<file path="config.mk">
export PLATFORM = sky130hd
export DESIGN_NAME = vn2d_dir_lut
export DESIGN_NICKNAME = d
export VERILOG_FILES = /design/src/sv/value_noise_2d_direction_assert.svh /design/src/sv/vn2d_pkg.sv /design/src/sv/vn2d_dir_lut.sv
export SDC_FILE = /design/constraint.sdc
export NUM_CORES = 1
export LEC_CHECK = 0
export ABC_CLOCK_PERIOD_IN_PS = 6500
export BUFFER_PORTS_ARGS = -buffer_cell sky130_fd_sc_hd__buf_2
export CAP_MARGIN = 20
export CORE_ASPECT_RATIO = 1.75
export CORE_MARGIN = 2
export CORE_UTILIZATION = 54
export DETAILED_ROUTE_END_ITERATION = 12
export PLACE_DENSITY = 0.69
export SETUP_SLACK_MARGIN = 0.4
export SLEW_MARGIN = 20
export SYNTH_ARGS = -nofsm -noshare
export SYNTH_HDL_FRONTEND = slang
export SYNTH_SLANG_ARGS = --single-unit
export TNS_END_PERCENT = 1
</file>
<file path="constraint.sdc">
create_clock -name i_clk -period 6.5 [get_ports i_clk]
set_clock_uncertainty 0.05 [all_clocks]
set_input_delay 1.625 -clock i_clk [delete_from_list [all_inputs] [get_ports i_clk]]
set_output_delay 1.625 -clock i_clk [all_outputs]
set_load 0.005 [all_outputs]
</file>
<file path="src/sv/value_noise_2d_direction_assert.svh">
// assertion macros shared by the value noise block
// depends on nothing; taken in by the files that carry concurrent checks
`ifndef VALUE_NOISE_2D_DIRECTION_ASSERT_SVH
`define VALUE_NOISE_2D_DIRECTION_ASSERT_SVH

// same-cycle implication, masked while reset is low
`define VN2D_ASSERT_IMP(label, clk, rst_n, ante, cons, msg) \
    label: assert property (@(posedge clk) disable iff (!rst_n) (ante) |-> (cons)) \
        else $error(msg);

// next-cycle implication, masked while reset is low
`define VN2D_ASSERT_NXT(label, clk, rst_n, ante, cons, msg) \
    label: assert property (@(posedge clk) disable iff (!rst_n) (ante) |=> (cons)) \
        else $error(msg);

`endif

</file>
<file path="src/sv/vn2d_pkg.sv">
// shared constants, types and the sine table builder for the value noise block
// depends on nothing; used by every module of the block
package vn2d_pkg;

    // seed grid geometry
    localparam int GRID_LOG2 = 6;
    localparam int GRID_SIDE = 1 << GRID_LOG2;
    localparam int ADDR_W    = 2 * GRID_LOG2;
    localparam int CELLS     = GRID_SIDE * GRID_SIDE;
    localparam int SEED_W    = 16;
    localparam int SH_W      = 4;

    // direction table
    localparam int SINE_DEPTH_DEF = 256;
    localparam int SINE_W         = 15;
    localparam logic [SINE_W-1:0] ONE_Q14 = 15'd16384;
    localparam longint unsigned HALF_PI_Q30 = 64'd1686629713;
    localparam longint unsigned TAYLOR_DIV [1:7] =
        '{64'd6, 64'd20, 64'd42, 64'd72, 64'd110, 64'd156, 64'd210};

    // configuration registers
    localparam int OCT_W      = 3;
    localparam int BIAS_W     = 16;
    localparam int CFG_IDX_W  = 1;
    localparam int CFG_DATA_W = 16;
    localparam logic [CFG_IDX_W-1:0] CFG_OCTAVE_COUNT = 1'd0;
    localparam logic [CFG_IDX_W-1:0] CFG_SCALING_BIAS = 1'd1;
    localparam logic [OCT_W-1:0]  OCT_RESET  = 3'd2;
    localparam logic [BIAS_W-1:0] BIAS_RESET = 16'd768;
    localparam logic [BIAS_W-1:0] MIN_BIAS   = 16'd51;

    // item kinds
    localparam logic CMD_WRITE   = 1'b0;
    localparam logic CMD_COMPUTE = 1'b1;

    // datapath widths
    localparam int W_W    = 32;
    localparam int WSUM_W = 35;
    localparam int NSUM_W = 51;
    localparam int ACC_W  = 29;
    localparam int MUL_AW = 32;
    localparam int MUL_BW = 16;
    localparam int MUL_PW = MUL_AW + MUL_BW;
    localparam logic [W_W-1:0] W_ONE = 32'h0001_0000;

    // shared divider
    localparam int DIV_DW = 52;
    localparam int DIV_VW = 35;
    localparam int DIV_CW = 6;
    localparam logic [DIV_CW-1:0] W_DIV_ITERS = 6'd40;
    localparam logic [DIV_CW-1:0] F_DIV_ITERS = 6'd52;

    typedef struct packed {
        logic              start;
        logic [DIV_CW-1:0] iters;
    } t_div_req;

    typedef enum logic [3:0] {
        ST_IDLE,
        ST_OCT,
        ST_CW,
        ST_CS,
        ST_CA,
        ST_SMP,
        ST_NACC,
        ST_WDIV,
        ST_FGO,
        ST_FDIV,
        ST_DGO,
        ST_DIR,
        ST_OUT
    } t_state;

    // quarter-wave sine entry in Q1.14 from a Q2.30 angle, elaboration only
    function automatic logic [SINE_W-1:0] sine_entry(input longint unsigned theta);
        longint unsigned sq;
        longint unsigned term;
        longint unsigned u;
        longint unsigned v;
        longint          sum;
        sq   = (theta * theta) >> 30;
        term = theta;
        sum  = longint'(theta);
        for (int k = 1; k <= 7; k++) begin
            term = ((term * sq) >> 30) / TAYLOR_DIV[k];
            if ((k & 1) == 1) begin
                sum = sum - longint'(term);
            end else begin
                sum = sum + longint'(term);
            end
        end
        u = (sum < 0) ? 64'd0 : longint'(sum);
        v = (u * 64'd16384 + (64'd1 << 29)) >> 30;
        if (v > 64'd16384) begin
            v = 64'd16384;
        end
        return SINE_W'(v);
    endfunction

endpackage

</file>
<file path="src/sv/vn2d_dir_lut.sv">
// noise value to unit direction: phase rounding, quadrant fold, sine table
// depends on vn2d_pkg for the table builder and Q1.14 constants
module vn2d_dir_lut #(
    parameter int SINE_TABLE_DEPTH = vn2d_pkg::SINE_DEPTH_DEF
) (
    input  logic               i_clk,
    input  logic               i_rst_n,
    input  logic               i_start,
    input  logic [15:0]        i_value,
    output logic               o_done,
    output logic signed [15:0] o_dir_x,
    output logic signed [15:0] o_dir_y
);

    localparam int TURN = 4 * SINE_TABLE_DEPTH;
    localparam int PW   = $clog2(TURN);
    localparam int KW   = $clog2(SINE_TABLE_DEPTH + 1);
    localparam int IW   = $clog2(SINE_TABLE_DEPTH);
    localparam int MW   = 16 + PW + 1;
    localparam logic [MW-1:0] TURN_M = MW'(TURN);
    localparam logic [MW-1:0] HALF_M = MW'(32768);
    localparam logic [PW:0]   D1 = (PW + 1)'(SINE_TABLE_DEPTH);
    localparam logic [PW:0]   D2 = (PW + 1)'(2 * SINE_TABLE_DEPTH);
    localparam logic [PW:0]   D3 = (PW + 1)'(3 * SINE_TABLE_DEPTH);
    localparam logic [PW:0]   D4 = (PW + 1)'(TURN);
    localparam logic [KW-1:0] K_TOP = KW'(SINE_TABLE_DEPTH);

    logic [vn2d_pkg::SINE_W-1:0] w_lut [SINE_TABLE_DEPTH];

    // constant quarter-wave table, built at elaboration
    for (genvar i = 0; i < SINE_TABLE_DEPTH; i++) begin : g_lut
        localparam longint unsigned THETA =
            vn2d_pkg::HALF_PI_Q30 * i / SINE_TABLE_DEPTH;
        assign w_lut[i] = vn2d_pkg::sine_entry(THETA);
    end

    logic [MW-1:0] w_prod;
    logic [PW:0]   w_n_raw;
    logic [PW:0]   w_ns;
    logic [PW:0]   w_nc_t;
    logic [PW:0]   w_nc;
    logic [PW:0]   w_phase [2];

    // phase step of a full turn, sine phase and cosine phase
    always_comb begin
        w_prod  = MW'(i_value) * TURN_M + HALF_M;
        w_n_raw = w_prod[MW-1:16];
        w_ns    = (w_n_raw >= D4) ? (w_n_raw - D4) : w_n_raw;
        w_nc_t  = w_ns + D1;
        w_nc    = (w_nc_t >= D4) ? (w_nc_t - D4) : w_nc_t;
    end

    assign w_phase[0] = w_ns;
    assign w_phase[1] = w_nc;

    logic          r_v1;
    logic          r_v2;
    logic [KW-1:0] r_k   [2];
    logic          r_neg [2];
    logic [15:0]   r_dir [2];

    // lane 0 is sine, lane 1 is cosine
    for (genvar g = 0; g < 2; g++) begin : g_lane
        logic                        w_ge1;
        logic                        w_ge2;
        logic                        w_ge3;
        logic [PW:0]                 w_base;
        logic [PW:0]                 w_rem;
        logic [PW:0]                 w_mir;
        logic [KW-1:0]               w_k;
        logic [vn2d_pkg::SINE_W-1:0] w_mag;

        // quadrant fold onto the quarter wave
        always_comb begin
            w_ge1 = (w_phase[g] >= D1);
            w_ge2 = (w_phase[g] >= D2);
            w_ge3 = (w_phase[g] >= D3);
            priority if (w_ge3) begin
                w_base = D3;
            end else if (w_ge2) begin
                w_base = D2;
            end else if (w_ge1) begin
                w_base = D1;
            end else begin
                w_base = '0;
            end
            w_rem = w_phase[g] - w_base;
            w_mir = D1 - w_rem;
            w_k   = (w_ge1 ^ w_ge2 ^ w_ge3) ? KW'(w_mir) : KW'(w_rem);
        end

        // table read, the top of the quarter wave is one
        always_comb begin
            if (r_k[g] == K_TOP) begin
                w_mag = vn2d_pkg::ONE_Q14;
            end else begin
                w_mag = w_lut[r_k[g][IW-1:0]];
            end
        end

        always_ff @(posedge i_clk) begin
            if (i_start) begin
                r_k[g]   <= w_k;
                r_neg[g] <= w_ge2;
            end
            if (r_v1) begin
                r_dir[g] <= r_neg[g] ? (16'd0 - {1'b0, w_mag}) : {1'b0, w_mag};
            end
        end
    end

    // two-stage valid pipeline
    always_ff @(posedge i_clk) begin
        if (!i_rst_n) begin
            r_v1 <= 1'b0;
            r_v2 <= 1'b0;
        end else begin
            r_v1 <= i_start;
            r_v2 <= r_v1;
        end
    end

    assign o_done  = r_v2;
    assign o_dir_x = signed'(r_dir[1]);
    assign o_dir_y = signed'(r_dir[0]);

endmodule

</file>
==> results of run 1 <==
==> synth_stat cells (all sizes together), types with 13 or more instances <==
cell type and instances:
or2 15, o211ai 24, nand3 60, o21ai 113
nor2 130, o31ai 23, clkbuf 98, and2 22
inv 33, ha 45, a221oi 14, xor2 19
nand2 121, nand2b 62, o311ai 31, o22ai 13
nor2b 42, a21oi 113, buf 67, a211oi 35
nand4 14, a31oi 49, xnor2 36, edfxtp 51
nor3 57, a311oi 19
==> layer usage <==
| layer | global-route usage | GRT overflow |
|---|---|---|
| met3 | 0.2843 | 0 |
| met1 | 0.5483 | 0 |
| met5 | 0.03061 | 0 |
| met4 | 0.5471 | 6 |
| met2 | 0.8082 | 3 |
==> cells by family after synthesis <==
logic type,share of synthesized area
flip-flops,0.1474
AO/OA/AOI/OAI,0.3784
adder cells (fa/ha/maj),0.05282
buffers and inverters,0.08122
AND/OR/NAND/NOR,0.2739
multiplexers,0.02101
XOR/XNOR,0.04519
==> stage by stage <==
| step | area (um^2) | utilization |
|---|---|---|
| 2_1_floorplan | 10660 | - |
| 3_3_place_gp | 10800 | 0.5521 |
| 3_5_place_dp | 10800 | 0.5521 |
| 4_1_cts | 10960 | 0.5603 |
==> summary.txt, run 1 <==
CTS
  – Post-CTS Hold Buffers: 0
  – Htree depth: 2
  – Num CTS Buffers: 5
  – Clock buffer depth: 2
  – Post_cts resized: 0
  – Setup Fix Bufs, Post-CTS: 0
  – CTS root buf: clkbuf_16
  – CTS Sinks: between 50 and 60

GRT
  – Aggregate global-route resource usage: 0.5570
  – Number of global-route vias before repair: between 10000 and 15000
  – Overflow after GRT: 9
  – Pin count of the biggest net entering global routing: approximately 100
  – Global-route wire length before repair: between 80000 and 90000 um

Synthesis
  – Ranking of synthesized cells by area: edfxtp_1 14%, a21oi_1 5.3%, o21ai_0 5.3%, ha_1 5.3%, nor2_1 4.5%
  – Unique masters post-synth: 81
  – Syn Nets: roughly 1600
  – Seq cells post-synth: 53
  – Syn Inst Count: roughly 1500
  – Yosys top cell by area: edfxtp_1
  – Sequential fraction of the synthesis area: 0.1474
  – EDFF count, synth: 51
  – Ys flop type: edfxtp_1
  – Mapped Area: between 10000 and 15000 um^2
  – YS warnings: 0
  – Synth top area share: 0.1437
  – Post-synth ARST share: 0
  – Syn_area_per_cell: ~7.0 um^2

Outcome
  – Error message: [ERROR GRT-0116] Global routing finished with congestion. Check the congestion regions in the DRC Viewer.
  – Exit stage: global routing
  – Status: stopped before the end

Place
  – Final HPWL DP: just under 40000 um
  – Port bufs: 46
  – Dpl cells: 1699
  – GP Congestion: 1.201
  – Pre-CTS WS: 1.401 ns

Die
  – Die Y: 189.9 um
  – Die X: 110.2 um
  – I/O pin cnt: 52
  – Row cnt: 68
  – Starting Density: 0.5448
==> inputs of run 2 (changes only) <==
- CORE_ASPECT_RATIO: 1.75 -> not set
- CORE_UTILIZATION: 54 -> 39
- PLACE_DENSITY: 0.69 -> not set
- PLACE_DENSITY_LB_ADDON: not set -> 0.15
- SETUP_SLACK_MARGIN: 0.4 -> not set
==> run 2 against run 1 <==
The run now ends clean. Synthesized cell count stayed put. Synthesized area did not move.
==> summary.txt, run 2 <==
Synthesis
  – Post-synth top cells: 129 x nor2_1, 121 x nand2_1, 113 x a21oi_1, 113 x o21ai_0, 97 x clkbuf_1
  – Most frequent cell after synthesis: nor2_1
  – EDFF count, synth: 51 (unchanged)
  – Ranking of synthesized cells by area: edfxtp_1 14%, a21oi_1 5.3%, o21ai_0 5.3%, ha_1 5.3%, nor2_1 4.5%
  – Syn Inst Count: 1532 (unchanged)
  – Synth Area in Compound Gates: 0.3784 (unchanged)
  – Seq cells post-synth: 53 (unchanged)
  – YS warnings: 0 (unchanged)
  – Sequential fraction of the synthesis area: 0.1474 (unchanged)
  – Post-Synth Simple-Gate Area: 0.2739 (unchanged)
  – Xor/xnor share of the synthesized area: 0.04519 (unchanged)
  – Ys flop type: edfxtp_1
  – Unique masters post-synth: 81 (unchanged)
  – Largest family of logic cells by synthesized area: compound AO/OA/AOI/OAI gates
  – Mux contribution to synthesized area: 0.02101 (unchanged)
  – Mapped Area: 10660 um^2 (unchanged)
  – Post-synth ARST share: 0 (unchanged)
  – Syn_area_per_cell: 6.958 um^2 (unchanged)
  – Synth top area share: 0.1437 (unchanged)
  – Syn Nets: 1596 (unchanged)
  – Yosys top cell by area: edfxtp_1
  – Post-Synth Adder-Cell Area: 0.05282 (unchanged)

Final layout
  – Fill count: 2880
  – Most frequent cells in the layout: 129 x nor2_1, 121 x nand2_1, 113 x a21oi_1, 113 x o21ai_0, 62 x nand2b_1
  – N_diodes: 0
  – Area grow syn2layout: 3.779%
  – Final Core Density: 0.4116
  – Total Nets Final: 1525
  – Commonest non-fill, non-tap cell in the layout: nor2_1
  – Fin cells: 1803
  – Regs by FF count: r_dir x32, r_k x17, r_neg x2
  – Most flop-heavy register: r_dir
  – Final instance area: about 11000 um^2
  – Share of layout cells above drive strength 1: 0.09097
  – Area of the multi-input gates: around 8000 um^2
  – Largest register FFs: 32
  – FF+latch area: 1572 um^2

Die
  – Starting Density: 0.3966 (-0.1481)
  – I/O pin cnt: 52 (unchanged)
  – Die area: about 29000 um^2
  – Die Y: 169.3 um (-11%)
  – Row cnt: 60 (-12%)
  – Core area: 26880 um^2
  – Die X: 169.3 um (+54%)

Power
  – Pwr per Cell Area: about 320 nW/um^2
  – Net Sw Power: ~2.1 mW
  – Sequential Power Share: 0.156
  – Clock share of power: 0.081
  – Switch share: 0.5795
  – Comb power frac: 0.764
  – Int Pwr: 1.493 mW
  – LEAKAGE: 3.861 nW
  – Peak VDD IR: 0.2264 mV

Timing
  – Worst-Margin Slew: 1.124 ns
  – Fmax achieved: a little over 200 MHz
  – Post-route setup TNS: 0 ns
  – Fin. Hold Viols: 0
  – Crit path time final: 4.956 ns
  – Setup repair after global routing missed its margin: false
  – Slew margin rel.: 0.2494
  – Fin crit share: 0.7625
  – Final setup vio count: 0
  – Max Slew Vio Count: 0

Route
  – Drt initial violations: roughly 2600
  – Drc violations: 0
  – Final ANT Viol Nets: 0
  – DR vias/cell: 7.245
  – Drt first pass iters: 6
  – DR vias: 13060
  – DRT Wirelength: approximately 50000 um
  – Wirelength per Cell: 27.61 um

Worst setup path
  – Worst setup SP type: register
  – CP Data Required Time: about 6.5 ns
  – CP bufs+invs: 3
  – Critical path class: reg -> reg
  – CP max stage cell: o32ai_1
  – CP arrival: 4.95 ns
  – Crit path max-delay family: compound AO/OA/AOI/OAI gates
  – Worst Path Max Fanout: 15
  – Worst Setup End Kind: register
  – CP most frequent cell: inv_1
  – CP cell instances: inv_1 -> ha_1 -> nand2b_1 -> a221oi_1 -> o32a_1 -> nor2_1 -> o32ai_1 -> inv_1 -> ha_1 -> inv_1 -> nor2_1 -> nand4b_1 -> o31ai_1 -> xor2_1
  – Max stage delay on crit path: around 0.95 ns

Place
  – Final HPWL DP: 34680 um (-10%)
  – Port bufs: 46 (unchanged)
  – GP Congestion: 1.020 (-15%)
  – Dpl cell area: 10910 um^2 (+1.0%)
  – Dpl cells: 1795 (+5.7%)

Worst hold path
  – Min-delay worst type: reg -> reg

GRT
  – Overflow after GRT: 0
  – Number of global-route vias before repair: 11800
  – Pin count of the biggest net entering global routing: 128
  – Aggregate global-route resource usage: 0.3381
  – Global-route wire length before repair: 74700 um
  – Initial antenna violation count: 0

CTS
  – Post-CTS Hold Buffers: 0 (unchanged)
  – Htree depth: 2 (unchanged)
  – CTS root buf: clkbuf_16
  – Clock buffer depth: 2 (unchanged)
  – Reg clk slew, reported paths: about 0.08 ns
  – Clock latency on the worst-skew pair: 0.31 ns
  – CTS tree: built
  – Post_cts resized: 0 (unchanged)
  – CTS Sinks: 53 (unchanged)
  – Setup Fix Bufs, Post-CTS: 0 (unchanged)
  – Num CTS Buffers: 5 (unchanged)

Flow run
  – Max Cap Viol: 0

Outcome
  – Status: complete, no violations
==> run 2: cell type report <==
class                   instances  share of cell area
repair buffers                 87             0.05089
clock inverters                 3            0.002375
inverters                      34             0.01154
clock buffers                   5             0.01131
multi-input cells            1280              0.7433
well taps                     341             0.03857
flip-flops and latches         53              0.1420
==> run 2: cell families after synthesis <==
logic type                 Yosys count
AOI/OAI and AO/OA                  583
xor gates and xnor gates            55
adders and majority gates           45
buffers and inverters              199
DFF                                 53
muxes                               18
and+or+nand+nor                    579
==> run 2: worst paths after layout <==
kind,startpoint,to,slack (ns),cells past startpoint
worst max-delay path,r_k[0][9]$_DFFE_PP_,r_dir[0][28]$_DFFE_PP_,1.54,14
worst max register to register,r_k[0][9]$_DFFE_PP_,r_dir[0][28]$_DFFE_PP_,1.54,14
worst min register to register,r_v1$_SDFF_PN0_,r_dir[0][17]$_DFFE_PP_,0.67,0
worst min-delay path,r_v1$_SDFF_PN0_,r_dir[0][17]$_DFFE_PP_,0.67,0
==> run 2: metal layers <==
metal / global-route usage / vias to the layer above / share of wire
li1: - / 5702 / -
met1: 0.4820 / 6008 / 0.41
met2: 0.4685 / 1156 / 0.39
met3: 0.1145 / 197 / 0.15
met4: 0.1200 / 0 / 0.043
met5: 0 / - / 0
==> run 2: metrics by stage <==
step           worst slack (ns)  power (mW)  hold WS [ns]
5_1_grt                   1.371       3.717        0.7075
2_1_floorplan             1.960       2.322        0.5899
3_3_place_gp              1.439       3.144        0.6539
4_1_cts                   1.707       3.414        0.6825
3_5_place_dp              1.399       3.122        0.6641
6_report                  1.544       3.551        0.6666
==> run 2: power groups by stage <==
stage	Clock, mW	Sequential, mW	Combinational [mW]
floorplan	0	0.526	1.80
global placement	0	0.558	2.59
detailed placement	0	0.557	2.57
CTS	0.291	0.549	2.57
global route	0.308	0.558	2.85
finish	0.286	0.552	2.71
No activity file was read; power rests on OpenSTA's default activity.
