$ cat src/sv/value_noise_2d_direction_assert.svh
// assertion macros shared by the value noise block
// depends on nothing; taken in by the files that carry concurrent checks
`ifndef VALUE_NOISE_2D_DIRECTION_ASSERT_SVH
`define VALUE_NOISE_2D_DIRECTION_ASSERT_SVH

// same-cycle implication, masked while reset is low
`define VN2D_ASSERT_IMP(label, clk, rst_n, ante, cons, msg) \
    label: assert property (@(posedge clk) disable iff (!rst_n) (ante) |-> (cons)) \
        else $error(msg);

// next-cycle implication, masked while reset is low
`define VN2D_ASSERT_NXT(label, clk, rst_n, ante, cons, msg) \
    label: assert property (@(posedge clk) disable iff (!rst_n) (ante) |=> (cons)) \
        else $error(msg);

`endif

$ cat src/sv/vn2d_pkg.sv
// shared constants, types and the sine table builder for the value noise block
// depends on nothing; used by every module of the block
package vn2d_pkg;

    // seed grid geometry
    localparam int GRID_LOG2 = 6;
    localparam int GRID_SIDE = 1 << GRID_LOG2;
    localparam int ADDR_W    = 2 * GRID_LOG2;
    localparam int CELLS     = GRID_SIDE * GRID_SIDE;
    localparam int SEED_W    = 16;
    localparam int SH_W      = 4;

    // direction table
    localparam int SINE_DEPTH_DEF = 256;
    localparam int SINE_W         = 15;
    localparam logic [SINE_W-1:0] ONE_Q14 = 15'd16384;
    localparam longint unsigned HALF_PI_Q30 = 64'd1686629713;
    localparam longint unsigned TAYLOR_DIV [1:7] =
        '{64'd6, 64'd20, 64'd42, 64'd72, 64'd110, 64'd156, 64'd210};

    // configuration registers
    localparam int OCT_W      = 3;
    localparam int BIAS_W     = 16;
    localparam int CFG_IDX_W  = 1;
    localparam int CFG_DATA_W = 16;
    localparam logic [CFG_IDX_W-1:0] CFG_OCTAVE_COUNT = 1'd0;
    localparam logic [CFG_IDX_W-1:0] CFG_SCALING_BIAS = 1'd1;
    localparam logic [OCT_W-1:0]  OCT_RESET  = 3'd2;
    localparam logic [BIAS_W-1:0] BIAS_RESET = 16'd768;
    localparam logic [BIAS_W-1:0] MIN_BIAS   = 16'd51;

    // item kinds
    localparam logic CMD_WRITE   = 1'b0;
    localparam logic CMD_COMPUTE = 1'b1;

    // datapath widths
    localparam int W_W    = 32;
    localparam int WSUM_W = 35;
    localparam int NSUM_W = 51;
    localparam int ACC_W  = 29;
    localparam int MUL_AW = 32;
    localparam int MUL_BW = 16;
    localparam int MUL_PW = MUL_AW + MUL_BW;
    localparam logic [W_W-1:0] W_ONE = 32'h0001_0000;

    // shared divider
    localparam int DIV_DW = 52;
    localparam int DIV_VW = 35;
    localparam int DIV_CW = 6;
    localparam logic [DIV_CW-1:0] W_DIV_ITERS = 6'd40;
    localparam logic [DIV_CW-1:0] F_DIV_ITERS = 6'd52;

    typedef struct packed {
        logic              start;
        logic [DIV_CW-1:0] iters;
    } t_div_req;

    typedef enum logic [3:0] {
        ST_IDLE,
        ST_OCT,
        ST_CW,
        ST_CS,
        ST_CA,
        ST_SMP,
        ST_NACC,
        ST_WDIV,
        ST_FGO,
        ST_FDIV,
        ST_DGO,
        ST_DIR,
        ST_OUT
    } t_state;

    // quarter-wave sine entry in Q1.14 from a Q2.30 angle, elaboration only
    function automatic logic [SINE_W-1:0] sine_entry(input longint unsigned theta);
        longint unsigned sq;
        longint unsigned term;
        longint unsigned u;
        longint unsigned v;
        longint          sum;
        sq   = (theta * theta) >> 30;
        term = theta;
        sum  = longint'(theta);
        for (int k = 1; k <= 7; k++) begin
            term = ((term * sq) >> 30) / TAYLOR_DIV[k];
            if ((k & 1) == 1) begin
                sum = sum - longint'(term);
            end else begin
                sum = sum + longint'(term);
            end
        end
        u = (sum < 0) ? 64'd0 : longint'(sum);
        v = (u * 64'd16384 + (64'd1 << 29)) >> 30;
        if (v > 64'd16384) begin
            v = 64'd16384;
        end
        return SINE_W'(v);
    endfunction

endpackage

$ cat src/sv/vn2d_divider.sv
// shared restoring divider, one quotient bit per cycle
// depends on vn2d_pkg for widths and the request struct
module vn2d_divider (
    input  logic                        i_clk,
    input  logic                        i_rst_n,
    input  vn2d_pkg::t_div_req          i_req,
    input  logic [vn2d_pkg::DIV_DW-1:0] i_dividend,
    input  logic [vn2d_pkg::DIV_VW-1:0] i_divisor,
    output logic [vn2d_pkg::DIV_DW-1:0] o_quotient,
    output logic                        o_done,
    output logic                        o_busy
);

    localparam int DW = vn2d_pkg::DIV_DW;
    localparam int VW = vn2d_pkg::DIV_VW;

    logic                        r_busy;
    logic                        r_done;
    logic [vn2d_pkg::DIV_CW-1:0] r_cnt;
    logic [DW-1:0]               r_dvd;
    logic [VW-1:0]               r_dvs;
    logic [VW-1:0]               r_rem;
    logic [DW-1:0]               r_quo;

    logic [VW:0] w_rem_sh;
    logic [VW:0] w_rem_nx;
    logic        w_ge;

    // one restoring step: shift in the next dividend bit, trial subtract
    always_comb begin
        w_rem_sh = {r_rem, r_dvd[DW-1]};
        w_ge     = (w_rem_sh >= {1'b0, r_dvs});
        w_rem_nx = w_ge ? (w_rem_sh - {1'b0, r_dvs}) : w_rem_sh;
    end

    // step counter and completion flag
    always_ff @(posedge i_clk) begin
        if (!i_rst_n) begin
            r_busy <= 1'b0;
            r_done <= 1'b0;
            r_cnt  <= '0;
        end else begin
            r_done <= 1'b0;
            if (i_req.start) begin
                r_busy <= 1'b1;
                r_cnt  <= i_req.iters;
            end else if (r_busy) begin
                r_cnt <= r_cnt - 1'b1;
                if (r_cnt == vn2d_pkg::DIV_CW'(1)) begin
                    r_busy <= 1'b0;
                    r_done <= 1'b1;
                end
            end
        end
    end

    // operand and quotient registers
    always_ff @(posedge i_clk) begin
        if (i_req.start) begin
            r_dvd <= i_dividend;
            r_dvs <= i_divisor;
            r_rem <= '0;
            r_quo <= '0;
        end else if (r_busy) begin
            r_dvd <= {r_dvd[DW-2:0], 1'b0};
            r_rem <= w_rem_nx[VW-1:0];
            r_quo <= {r_quo[DW-2:0], w_ge};
        end
    end

    assign o_quotient = r_quo;
    assign o_done     = r_done;
    assign o_busy     = r_busy;

endmodule

$ cat config.mk
export PLATFORM = sky130hd
export DESIGN_NAME = vn2d_divider
export DESIGN_NICKNAME = d
export VERILOG_FILES = /design/src/sv/value_noise_2d_direction_assert.svh /design/src/sv/vn2d_pkg.sv /design/src/sv/vn2d_divider.sv
export SDC_FILE = /design/constraint.sdc
export NUM_CORES = 1
export LEC_CHECK = 0
export ABC_AREA = 1
export BUFFER_PORTS_ARGS = -buffer_cell sky130_fd_sc_hd__buf_2
export CORE_MARGIN = 10
export CORE_UTILIZATION = 51
export CTS_CLUSTER_SIZE = 14
export DETAILED_ROUTE_END_ITERATION = 8
export HOLD_SLACK_MARGIN = 0.1
export PLACE_DENSITY = 0.75
export SYNTH_ARGS = -nofsm -noshare
export SYNTH_HDL_FRONTEND = slang
export SYNTH_SLANG_ARGS = --single-unit
$ cat constraint.sdc
create_clock -name i_clk -period 4.05 [get_ports i_clk]
set_clock_uncertainty 0.05 [all_clocks]
set_input_delay 0.81 -clock i_clk [delete_from_list [all_inputs] [get_ports i_clk]]
set_output_delay 0.81 -clock i_clk [all_outputs]
set_load 0.01 [all_outputs]
==> results of run 1 <==
layout by cell type (no fill, tap or decap), drive strengths merged:
cell / synthesis / layout
nor2: 58 / 58
xnor2: 9 / 9
edfxtp: 87 / 87
nand2: 553 / 553
o21ai: 14 / 14
clkbuf: 28 / 18
xor2: 7 / 7
and2: 2 / 2
o211ai: 1 / 1
inv: 232 / 239
a31oi: 3 / 3
buf: 12 / 158
nand3: 68 / 68
dfxtp: 95 / 95
nor4: 1 / 1
ha: 37 / 37
nand4: 4 / 4
nor3: 10 / 10
diode: 0 / 4
o22ai: 50 / 50
a21oi: 24 / 24
clkinv: 0 / 7
nand3b: 26 / 26
fa: 1 / 1
o21bai: 4 / 4
final cells by class:
class	instances	area, um2
Inverter	232	872
Fill cell	1740	7430
Clock buffer	18	450
Antenna cell	4	10.0
Sequential cell	182	4510
Tap cell	234	293
Clock inverter	14	188
Timing Repair Buffer	158	816
Multi-Input combinational cell	872	4200
through the flow:
stage,setup WS [ps],util,hold WS [ps],total power (uW)
after detailed placement,1320,0.570,399,2480
after global placement,1390,0.570,389,2470
after global routing,1050,0.604,446,4360
after floorplan,716,-,393,2350
final,1330,0.604,420,4200
after CTS,1310,0.604,425,4220
cells in the mapped netlist:
| cell type | n |
|---|---|
| nor3_1 | 8 |
| nand2_2 | 6 |
| nor2_4 | 2 |
| nand3_1 | 67 |
| xnor2_1 | 9 |
| nor2_1 | 51 |
| buf_1 | 2 |
| edfxtp_1 | 87 |
| nand2_4 | 1 |
| o211ai_1 | 1 |
| and2_1 | 2 |
| nand3b_1 | 26 |
| nand3_2 | 1 |
| nand2_1 | 545 |
| a31oi_1 | 3 |
| clkbuf_1 | 28 |
| nor3_4 | 1 |
| fa_1 | 1 |
| dfxtp_1 | 95 |
| nand2_8 | 1 |
| nor4_1 | 1 |
| ha_1 | 37 |
| inv_1 | 227 |
| o21bai_1 | 4 |
| buf_8 | 1 |
| inv_2 | 5 |
| buf_2 | 7 |
| xor2_1 | 7 |
| a21oi_1 | 24 |
| o22ai_1 | 50 |
| nand4_1 | 4 |
| o21ai_0 | 14 |
| buf_6 | 2 |
| nor3_2 | 1 |
| nor2_2 | 5 |
power by group through the flow:
stage          clock network, uW  logic, uW  registers, uW
2_1_floorplan                  0        255           2100
4_1_cts                     1780        384           2060
5_1_grt                     1860        434           2070
6_report                    1760        382           2060
3_5_place_dp                   0        381           2100
3_3_place_gp                   0        375           2100
sequential cells by signal, summed over array words and instances, names as in the netlist:
register and flops:
r_dvd 52, r_dvs 35, r_cnt 6, o_quotient 52
r_rem 35, o_busy 1, o_done 1
final timing paths:
path | slack, ps | from | endpoint
setup / recovery | 1330 | r_dvs[26] | r_rem[33]
hold / removal | 420 | r_rem[30] | r_rem[30]
setup reg to reg | 1330 | r_dvs[26] | r_rem[33]
hold reg to reg | 420 | r_rem[30] | r_rem[30]
per-layer routing:
layer / routed length, um / share of wire
met1: 11000 / 0.44
met2: 11500 / 0.46
met3: 2150 / 0.086
met4: 367 / 0.015
met5: 44 / 0.0018
worst register-to-register path: cells and delay by family, from the launching register on:
family          cells  cell delay (ps)
simple gates       11             1500
fa+ha+maj           1              350
flops               1              330
buf+inv             3              160
compound gates      1              230
cells by family (layout without fill, tap and decap cells):
family,after synthesis,in the layout,synth area share
AO/OA/AOI/OAI,96,96,0.0573
XOR/XNOR,16,16,0.0144
adder cells (fa/ha/maj),38,38,0.0495
buffers and inverters,272,422,0.108
flip-flops,182,182,0.462
other,0,4,0
AND/OR/NAND/NOR,722,722,0.308
==> metrics.csv, run 1 <==
stage,metric,value,unit
run_status,outcome,finished clean,
layout,Final nets,1597,
yosys,Mapped Area,9760,um2
critical_path,CP endpoint kind,register,
critical_path,kind of critical path,register to register,
yosys,ranking of synthesized cells by area,"edfxtp_1 (27%), nand2_1 (21%), dfxtp_1 (19%)",
place,detailed placement HPWL,18.5,mm
yosys,post-synthesis cell type count,35,
critical_path,cell depth of the worst setup path,16,
detailed_routing,DR pass1 iterations,7,
floorplanning,core area,18800,um2
timing,RSZ-0062 raised after global routing,false,
critical_path,R2R depth,16,
place,global placer's final weighted congestion,0.948,
grt,gr busiest metal,met2,
timing,Tightest Pin Transition,1040,ps
power,Logic pwr share,0.091,
timing,Final setup violation count,0,
critical_path,crit-path cells,inv_1 -> ha_1 -> nand2_1 -> inv_1 -> nand2_1 -> nand2_1 -> inv_1 -> nand2_1 -> a21oi_1 -> nand2_2 -> nand2_4 -> nand2_8 -> nand2_1 -> nand2_1 -> nand2_1 -> nand2_1,
power,sw frac,0.273,
detailed_routing,via count,8497,
clock_tree,CTS Hold Bufs,0,
yosys,synthesized flop and latch total,182,
critical_path,max incr delay on CP,350,ps
grt,gr usage total,0.202,
power,P_int,3050,uW
timing,Relative slew margins,0.306,
power,Peak VDD IR,0.426,mV
clock_tree,clock-pin slew on the worst setup and hold paths,80,ps
floorplanning,Die W,158,um
power,Lkg Pwr,0.00592,uW
critical_path,largest delay contributor family on the critical path,simple AND/OR/NAND/NOR gates,
clock_tree,H-tree levels,4,
detailed_routing,DRT Wirelength,25.1,mm
floorplanning,DIE AREA,25100,um2
yosys,Syn Nets,1460,
critical_path,worst-path maximum fanout,36,
grt,met3 Use GR,0.0707,
clock_tree,Clock Path Buffers,2,
timing,fin. max-slew vios,0,
layout,Synth-to-Final Area Change,16.2,%
grt,met2 usage,0.327,
critical_path,Worst Setup Start Kind,register,
critical_path,"Buf+Inv Stages, Crit Path",3,
clock_tree,setup bufs post-CTS,0,
grt,met1 Use GR,0.250,
power,Clk network pwr share,0.418,
detailed_routing,Starting DRT DRC Count,610,
critical_path,Slowest cell on crit path,ha_1,
floorplanning,I/O Pins,150,
floorplanning,Starting Density,0.520,
timing,Final Hold Viols,0,
worst_hold_path,Hold Path Class,register to register,
clock_tree,Clock Sinks,182,
floorplanning,Rows,50,
yosys,share of the synthesized area in the top cell type,0.268,
detailed_routing,vias per std cell,4.96,
yosys,synth warn,0,
grt,vias in the first global route,8447,
critical_path,Critical Path Most Common Cell,nand2_1,
detailed_routing,post-route ant nets,0,
grt,grt ovf,0,
run,max-cap check violation count,0,
clock_tree,number of gates resized after cts,0,
detailed_routing,DRC,0,
power,pwr dens,370,nW/um2
yosys,Cells after Synth,1326,
grt,first-pass GRT wire length,41.1,mm
place,placed cell count,1678,
timing,Final min period,2720,ps
detailed_routing,Avg WL per Cell,14.6,um
timing,Achievable Freq,368,MHz
timing,Final period util,0.672,
grt,largest net degree at the start of global routing,94,
floorplanning,die height,158,um
clock_tree,CTS tree,done,
critical_path,CP arrival,3010,ps
timing,Final TNS setup,0,ps
yosys,syn avg cell area,7.36,um2
place,PortBufs,149,
clock_tree,CTS buffer count,17,
yosys,register area share after synthesis,0.462,
worst_hold_path,hold path depth,2,
layout,Finished Layout Cells,1714,
yosys,"area leader, netlist",edfxtp_1,
place,placed cell area,10700,um2
power,sequential power share,0.491,
layout,layout cells sized above 1,0.146,
clock_tree,CTS root buffer,clkbuf_16,
critical_path,critical path required time,4340,ps
clock_tree,clk_lat worst skew,440,ps
grt,initial antenna violation count,7,
power,Psw,1140,uW
layout,design area,11300,um2
No activity file was read; power rests on OpenSTA's default activity.
==> inputs of run 2 (changes only) <==
- PLACE_DENSITY: 0.75 -> 0.78
- clock period: 4.05 -> 2.3 ns (I/O delays scaled with it)
==> run 2 against run 1 <==
  * Die area unchanged
  * Critical path depth is the same
  * Core utilization up 3.2 points
  * Critical endpoint is now r_rem[15]
  * Cell count rose by 1.6%
  * Routed wire length rose by 2.7%
  * Clock power rose by 74%
  * Final area grew 5.3%
  * Clock-buffer cell count down 1
==> metrics.csv, run 2 (synthesis results as in run 1) <==
stage,metric,value,unit,change
floorplanning,Starting Density,0.520,,unchanged
critical_path,Critical Path Most Common Cell,nand2_1,,unchanged
power,Lkg Pwr,0.00607,uW,was 0.00592 uW
critical_path,R2R depth,16,,unchanged
floorplanning,die height,158,um,unchanged
timing,Relative slew margins,0.638,,was 0.306
power,total power,7440,uW,was 4200 uW
place,PortBufs,149,,unchanged
run_status,outcome,finished clean,,unchanged
layout,"leading cell type in the layout, fill and taps excluded",nand2_1,,unchanged
layout,filler instances,1645,,was 1740
power,sequential power share,0.488,,was 0.491
grt,first-pass GRT wire length,40.3,mm,was 41.1 mm
critical_path,critical path required time,2630,ps,was 4340 ps
timing,Final Hold Viols,0,,unchanged
layout,Seq. cell area,4510,um2,unchanged
power,Clk network pwr share,0.411,,was 0.418
critical_path,CP endpoint kind,register,,unchanged
clock_tree,clock-pin slew on the worst setup and hold paths,80,ps,about the same
grt,initial antenna violation count,3,,was 7
power,Peak VDD IR,0.556,mV,was 0.426 mV
detailed_routing,via count,8685,,was 8497
detailed_routing,vias per std cell,4.99,,was 4.96
power,Psw,2060,uW,was 1140 uW
layout,area of the multi-input gates,4560,um2,was 4200 um2
place,placed cell area,10900,um2,was 10700 um2
timing,Achievable Freq,451,MHz,was 368 MHz
critical_path,max incr delay on CP,370,ps,was 350 ps
worst_hold_path,Hold Path Class,primary input to register,,was register to register
worst_hold_path,hold path depth,1,,was 2
detailed_routing,post-route ant nets,0,,unchanged
critical_path,kind of critical path,register to register,,unchanged
critical_path,reg2reg start,r_dvs[0],,was r_dvs[26]
timing,Final period util,0.964,,was 0.672
floorplanning,DIE AREA,25100,um2,unchanged
critical_path,Worst Setup Start Kind,register,,unchanged
critical_path,reg-to-reg endpoint,r_rem[15],,was r_rem[33]
detailed_routing,DRT Wirelength,25.7,mm,was 25.1 mm
timing,Final min period,2220,ps,was 2720 ps
clock_tree,Clock Path Buffers,2,,unchanged
detailed_routing,Starting DRT DRC Count,687,,was 610
critical_path,CP arrival,2550,ps,was 3010 ps
detailed_routing,DRC,0,,unchanged
place,detailed placement HPWL,18.4,mm,was 18.5 mm
clock_tree,CTS Hold Bufs,0,,unchanged
layout,Synth-to-Final Area Change,22.4,%,was 16.2%
layout,Final nets,1627,,was 1597
power,Logic pwr share,0.101,,was 0.091
timing,fin. max-slew vios,0,,unchanged
grt,vias in the first global route,8449,,was 8447
clock_tree,clk_lat worst skew,440,ps,about the same
critical_path,crit-path cells,ha_2 -> fa_2 -> inv_1 -> nand2_1 -> nand2_2 -> nand3_2 -> nand3_2 -> nand2_2 -> nand2_4 -> nand2_8 -> nand2_8 -> buf_4 -> nand2_1 -> nand2_1 -> nand2_1 -> nand2_1,,was inv_1 -> ha_1 -> nand2_1 -> inv_1 -> nand2_1 -> nand2_1 -> inv_1 -> nand2_1 -> a21oi_1 -> nand2_2 -> nand2_4 -> nand2_8 -> nand2_1 -> nand2_1 -> nand2_1 -> nand2_1
clock_tree,Clock Sinks,182,,unchanged
critical_path,Worst R2R Setup Slack,80,ps,was 1330 ps
grt,grt ovf,0,,unchanged
layout,design area,11900,um2,was 11300 um2
place,global placer's final weighted congestion,0.964,,was 0.948
worst_hold_path,Min-Delay Endpoint,r_dvs[26],,was r_rem[30]
critical_path,Slowest cell on crit path,edfxtp_1,,was ha_1
worst_hold_path,HP Start,i_divisor[26],,was r_rem[30]
timing,Final setup violation count,0,,unchanged
timing,Final TNS setup,0,ps,unchanged
layout,layout cells sized above 1,0.198,,was 0.146
clock_tree,CTS buffer count,17,,unchanged
detailed_routing,Avg WL per Cell,14.8,um,was 14.6 um
layout,most frequent cells in the layout,"nand2_1 (532), inv_1 (221), buf_2 (148)",,"was nand2_1 (544), inv_1 (227), buf_2 (148)"
grt,largest net degree at the start of global routing,106,,was 94
power,pwr dens,623,nW/um2,was 370 nW/um2
run,max-cap check violation count,0,,unchanged
floorplanning,core area,18800,um2,unchanged
floorplanning,Rows,50,,unchanged
detailed_routing,DR pass1 iterations,5,,was 7
power,sw frac,0.278,,was 0.273
grt,gr usage total,0.199,,was 0.202
clock_tree,H-tree levels,4,,unchanged
floorplanning,I/O Pins,150,,unchanged
floorplanning,Die W,158,um,unchanged
timing,Tightest Pin Transition,542,ps,was 1040 ps
critical_path,worst-path maximum fanout,6,,was 36
clock_tree,CTS tree,done,,unchanged
power,P_int,5370,uW,was 3050 uW
clock_tree,CTS root buffer,clkbuf_16,,unchanged
run 2: cell types whose count changed in the layout (fill, tap and decap cells not counted), moves of 4 or more:
cell	previous run	this run
buf_4	10	31
ha_1	37	18
ha_4	0	17
nand2_1	544	532
nand2_2	7	18
inv_1	227	221
inv_2	4	10
nor2_1	50	45
a21oi_1	24	20
buf_6	0	4
run 2: cell type report:
cell class | instances | share of cell area
sequential | 182 | 0.378
clock inverter | 15 | 0.0162
clock buffer | 17 | 0.0356
multi-input combinational | 874 | 0.382
antenna | 2 | 0.000419
timing repair buffer | 186 | 0.0907
inverter | 232 | 0.0730
tap | 234 | 0.0245
run 2: worst max path at each step:
stage	start	slack (ps)	end
global placement	r_dvd[51]	-10	r_rem[30]
detailed placement	r_dvd[51]	-30	r_rem[30]
global route	r_dvs[0]	-20	r_rem[12]
CTS	r_dvs[22]	20	r_rem[12]
floorplan	i_req[6]	180	r_dvd[0]
finish	r_dvs[0]	80	r_rem[15]
run 2: power groups by stage:
stage | combinational, uW | sequential, uW | clock (uW)
4_1_cts | 692 | 3630 | 3100
6_report | 750 | 3630 | 3060
5_1_grt | 842 | 3650 | 3240
3_3_place_gp | 676 | 3700 | 0
3_5_place_dp | 686 | 3700 | 0
2_1_floorplan | 448 | 3690 | 0
run 2: worst max-delay path, delay by kind of cell (launching register included):
family / cells / cell delay [ps]
fa+ha+maj: 2 / 550
flops: 1 / 370
buf+inv: 2 / 190
simple gates: 12 / 990
run 2: per-layer routing:
layer / wire [um] / GRT usage / share of wire / vias up
met5: 0 / 0 / 0 / -
met4: 350 / 0.0494 / 0.014 / 0
met3: 2400 / 0.0831 / 0.093 / 27
met2: 12100 / 0.319 / 0.47 / 281
met1: 10900 / 0.241 / 0.43 / 3899
li1: - / - / - / 4478
run 2: per-stage QoR:
stage / util / std cells / worst slack, ps / hold slack [ps]
after floorplan: - / 1326 / 182 / 393
after global placement: 0.581 / 1702 / -10.0 / 388
after detailed placement: 0.581 / 1702 / -33.8 / 399
after CTS: 0.614 / 1734 / 15.1 / 128
after global routing: 0.636 / 1740 / -21.4 / 120
final: 0.637 / 1742 / 83.2 / 142
run 2: repair_timing:
item | CTS | global route
gates resized for setup | 1 | 62
setup buffers | 0 | 3
endpoints found under the hold margin | 0 | 0
setup endpoints to repair | 2 | 36
pin swaps | 0 | 13
gates cloned | 0 | 3
==> inputs of run 3 (changes only) <==
- CORE_UTILIZATION: 51 -> 45
- PLACE_DENSITY: 0.78 -> 0.7
==> run 3 against run 2 <==
  * Sequential share of layout area shrank 0.24 points
  * Combinational power is essentially flat
  * Fmax grew 2.6%
  * Non-clock buffer count is the same
  * Largest power group unchanged
  * Worst hold slack lost 5.8 ps
  * Flip-flop and latch count is the same
  * Critical endpoint is now r_rem[23]
  * Die area grew 12%
  * Via count shrank 0.41%
==> metrics.csv, run 3 (synthesis results as in run 1) <==
stage,metric,value,unit,change
run_status,outcome,finished clean,,unchanged
floorplanning,Starting Density,0.462,,was 0.520
clock_tree,H-tree levels,4,,unchanged
detailed_routing,DRT Wirelength,25.8,mm,was 25.7 mm
place,detailed placement HPWL,18.5,mm,was 18.4 mm
clock_tree,clk_lat worst skew,440,ps,about the same
critical_path,worst-path maximum fanout,6,,unchanged
timing,RSZ-0062 raised after global routing,true,,
place,global placer's final weighted congestion,0.949,,was 0.964
power,Peak VDD IR,0.639,mV,was 0.556 mV
floorplanning,die height,167,um,was 158 um
critical_path,crit-path cells,inv_1 -> ha_1 -> nand2_2 -> nor2_2 -> inv_2 -> nor3_2 -> nand2_2 -> nand2_2 -> nand2_4 -> nand2_8 -> clkbuf_16 -> nand2_1 -> nand3_1 -> nand2_1,,was ha_2 -> fa_2 -> inv_1 -> nand2_1 -> nand2_2 -> nand3_2 -> nand3_2 -> nand2_2 -> nand2_4 -> nand2_8 -> nand2_8 -> buf_4 -> nand2_1 -> nand2_1 -> nand2_1 -> nand2_1
timing,Final Hold Viols,0,,unchanged
detailed_routing,Starting DRT DRC Count,563,,was 687
critical_path,kind of critical path,register to register,,unchanged
grt,largest net degree at the start of global routing,56,,was 106
grt,first-pass GRT wire length,41.5,mm,was 40.3 mm
timing,Final TNS setup,0,ps,unchanged
detailed_routing,DR pass1 iterations,6,,was 5
critical_path,CP endpoint kind,register,,unchanged
grt,vias in the first global route,8554,,was 8449
critical_path,Worst Setup Start Kind,register,,unchanged
grt,grt ovf,0,,unchanged
floorplanning,Die W,167,um,was 158 um
timing,fin. max-slew vios,0,,unchanged
clock_tree,clock-pin slew on the worst setup and hold paths,90,ps,was 80 ps
timing,Relative slew margins,0.578,,was 0.638
floorplanning,DIE AREA,28000,um2,was 25100 um2
clock_tree,CTS tree,done,,unchanged
clock_tree,Clock Path Buffers,2,,unchanged
layout,layout cells sized above 1,0.197,,was 0.198
place,dpl ws,-18.1,ps,was -33.8 ps
clock_tree,Clock Sinks,182,,unchanged
critical_path,Critical Path Most Common Cell,nand2_2,,was nand2_1
timing,Achievable Freq,463,MHz,was 451 MHz
detailed_routing,DRC,0,,unchanged
clock_tree,CTS buffer count,17,,unchanged
layout,Final nets,1626,,was 1627
detailed_routing,Avg WL per Cell,14.5,um,was 14.8 um
timing,Final period util,0.940,,was 0.964
grt,gr usage total,0.175,,was 0.199
critical_path,max incr delay on CP,340,ps,was 370 ps
layout,"Core Util, Final",0.568,,was 0.637
clock_tree,CTS Hold Bufs,0,,unchanged
timing,Final min period,2160,ps,was 2220 ps
critical_path,CP arrival,2450,ps,was 2550 ps
worst_hold_path,Hold Path Class,primary input to register,,unchanged
power,Lkg Pwr,0.00610,uW,was 0.00607 uW
detailed_routing,via count,8649,,was 8685
timing,final setup margin,138,ps,was 83.2 ps
layout,most frequent cells in the layout,"nand2_1 (527), inv_1 (223), buf_2 (148)",,"was nand2_1 (532), inv_1 (221), buf_2 (148)"
critical_path,critical path required time,2590,ps,was 2630 ps
timing,Final setup violation count,0,,unchanged
place,PortBufs,149,,unchanged
detailed_routing,post-route ant nets,0,,unchanged
layout,"leading cell type in the layout, fill and taps excluded",nand2_1,,unchanged
layout,Synth-to-Final Area Change,23.2,%,was 22.4%
timing,Tightest Pin Transition,633,ps,was 542 ps
floorplanning,core area,21200,um2,was 18800 um2
floorplanning,I/O Pins,150,,unchanged
run,max-cap check violation count,0,,unchanged
critical_path,Slowest cell on crit path,ha_1,,was edfxtp_1
power,pwr dens,635,nW/um2,was 623 nW/um2
clock_tree,CTS root buffer,clkbuf_16,,unchanged
floorplanning,Rows,53,,was 50
detailed_routing,vias per std cell,4.85,,was 4.99
grt,initial antenna violation count,6,,was 3
==> run 3: changes by cell type in the layout (fill, tap and decap cells not counted), sizes merged <==
| cell | change |
|---|---|
| nand2 | -1 |
| clkinv | -2 |
| inv | +2 |
==> run 3: cell type report <==
class / count / area (um2)
inverters: 232 / 872
well taps: 275 / 344
flip-flops and latches: 182 / 4510
clock inverters: 15 / 230
fillers: 1960 / 9130
clock buffers: 17 / 425
multi-input cells: 873 / 4520
repair buffers: 186 / 1110
diodes: 2 / 5.00
==> run 3: timing repair <==
item / in CTS / in global routing
gates resized for setup: 1 / 63
cloned: 0 / 2
pin swaps: 0 / 13
setup endpoints to repair: 1 / 36
buffers inserted: 0 / 7
==> run 3: metrics by stage <==
stage	instances	total power (uW)	hold WS, ps	instance area [um2]
after floorplan	1326	4140	393	9760
after global placement	1739	4380	385	10900
after detailed placement	1739	4390	404	10900
after CTS	1771	7660	129	11600
after global routing	1780	7940	129	12000
final	1782	7630	136	12000
==> run 3: worst paths after layout <==
kind | startpoint | to | slack [ps] | cells after the start
worst max-delay path | r_dvs[26] | r_rem[23] | 140 | 14
worst max register to register | r_dvs[26] | r_rem[23] | 140 | 14
worst min register to register | r_rem[8] | r_rem[8] | 430 | 2
worst min-delay path | i_divisor[28] | r_dvs[28] | 140 | 1
==> run 3: metal layers <==
| layer | share of wire | global-route usage | wire length [um] | up-vias |
|---|---|---|---|---|
| li1 | - | - | - | 4473 |
| met2 | 0.46 | 0.282 | 11800 | 225 |
| met5 | 0.0015 | 0 | 39 | - |
| met4 | 0.013 | 0.0439 | 345 | 6 |
| met1 | 0.44 | 0.218 | 11400 | 3915 |
| met3 | 0.085 | 0.0658 | 2190 | 30 |
==> run 3: worst max-delay path: cells and delay by family (launching register included) <==
kind,cells,cell delay (ps)
simple gates,10,1030
fa+ha+maj,1,340
flops,1,330
buf+inv,3,300
==> run 3: where the power goes <==
group | internal, uW | leakage, uW | switching, uW
Clock | 1580 | 0.000318 | 1680
Sequential | 3580 | 0.00164 | 49.2
Combinational | 283 | 0.00414 | 467
Total | 5440 | 0.00610 | 2190
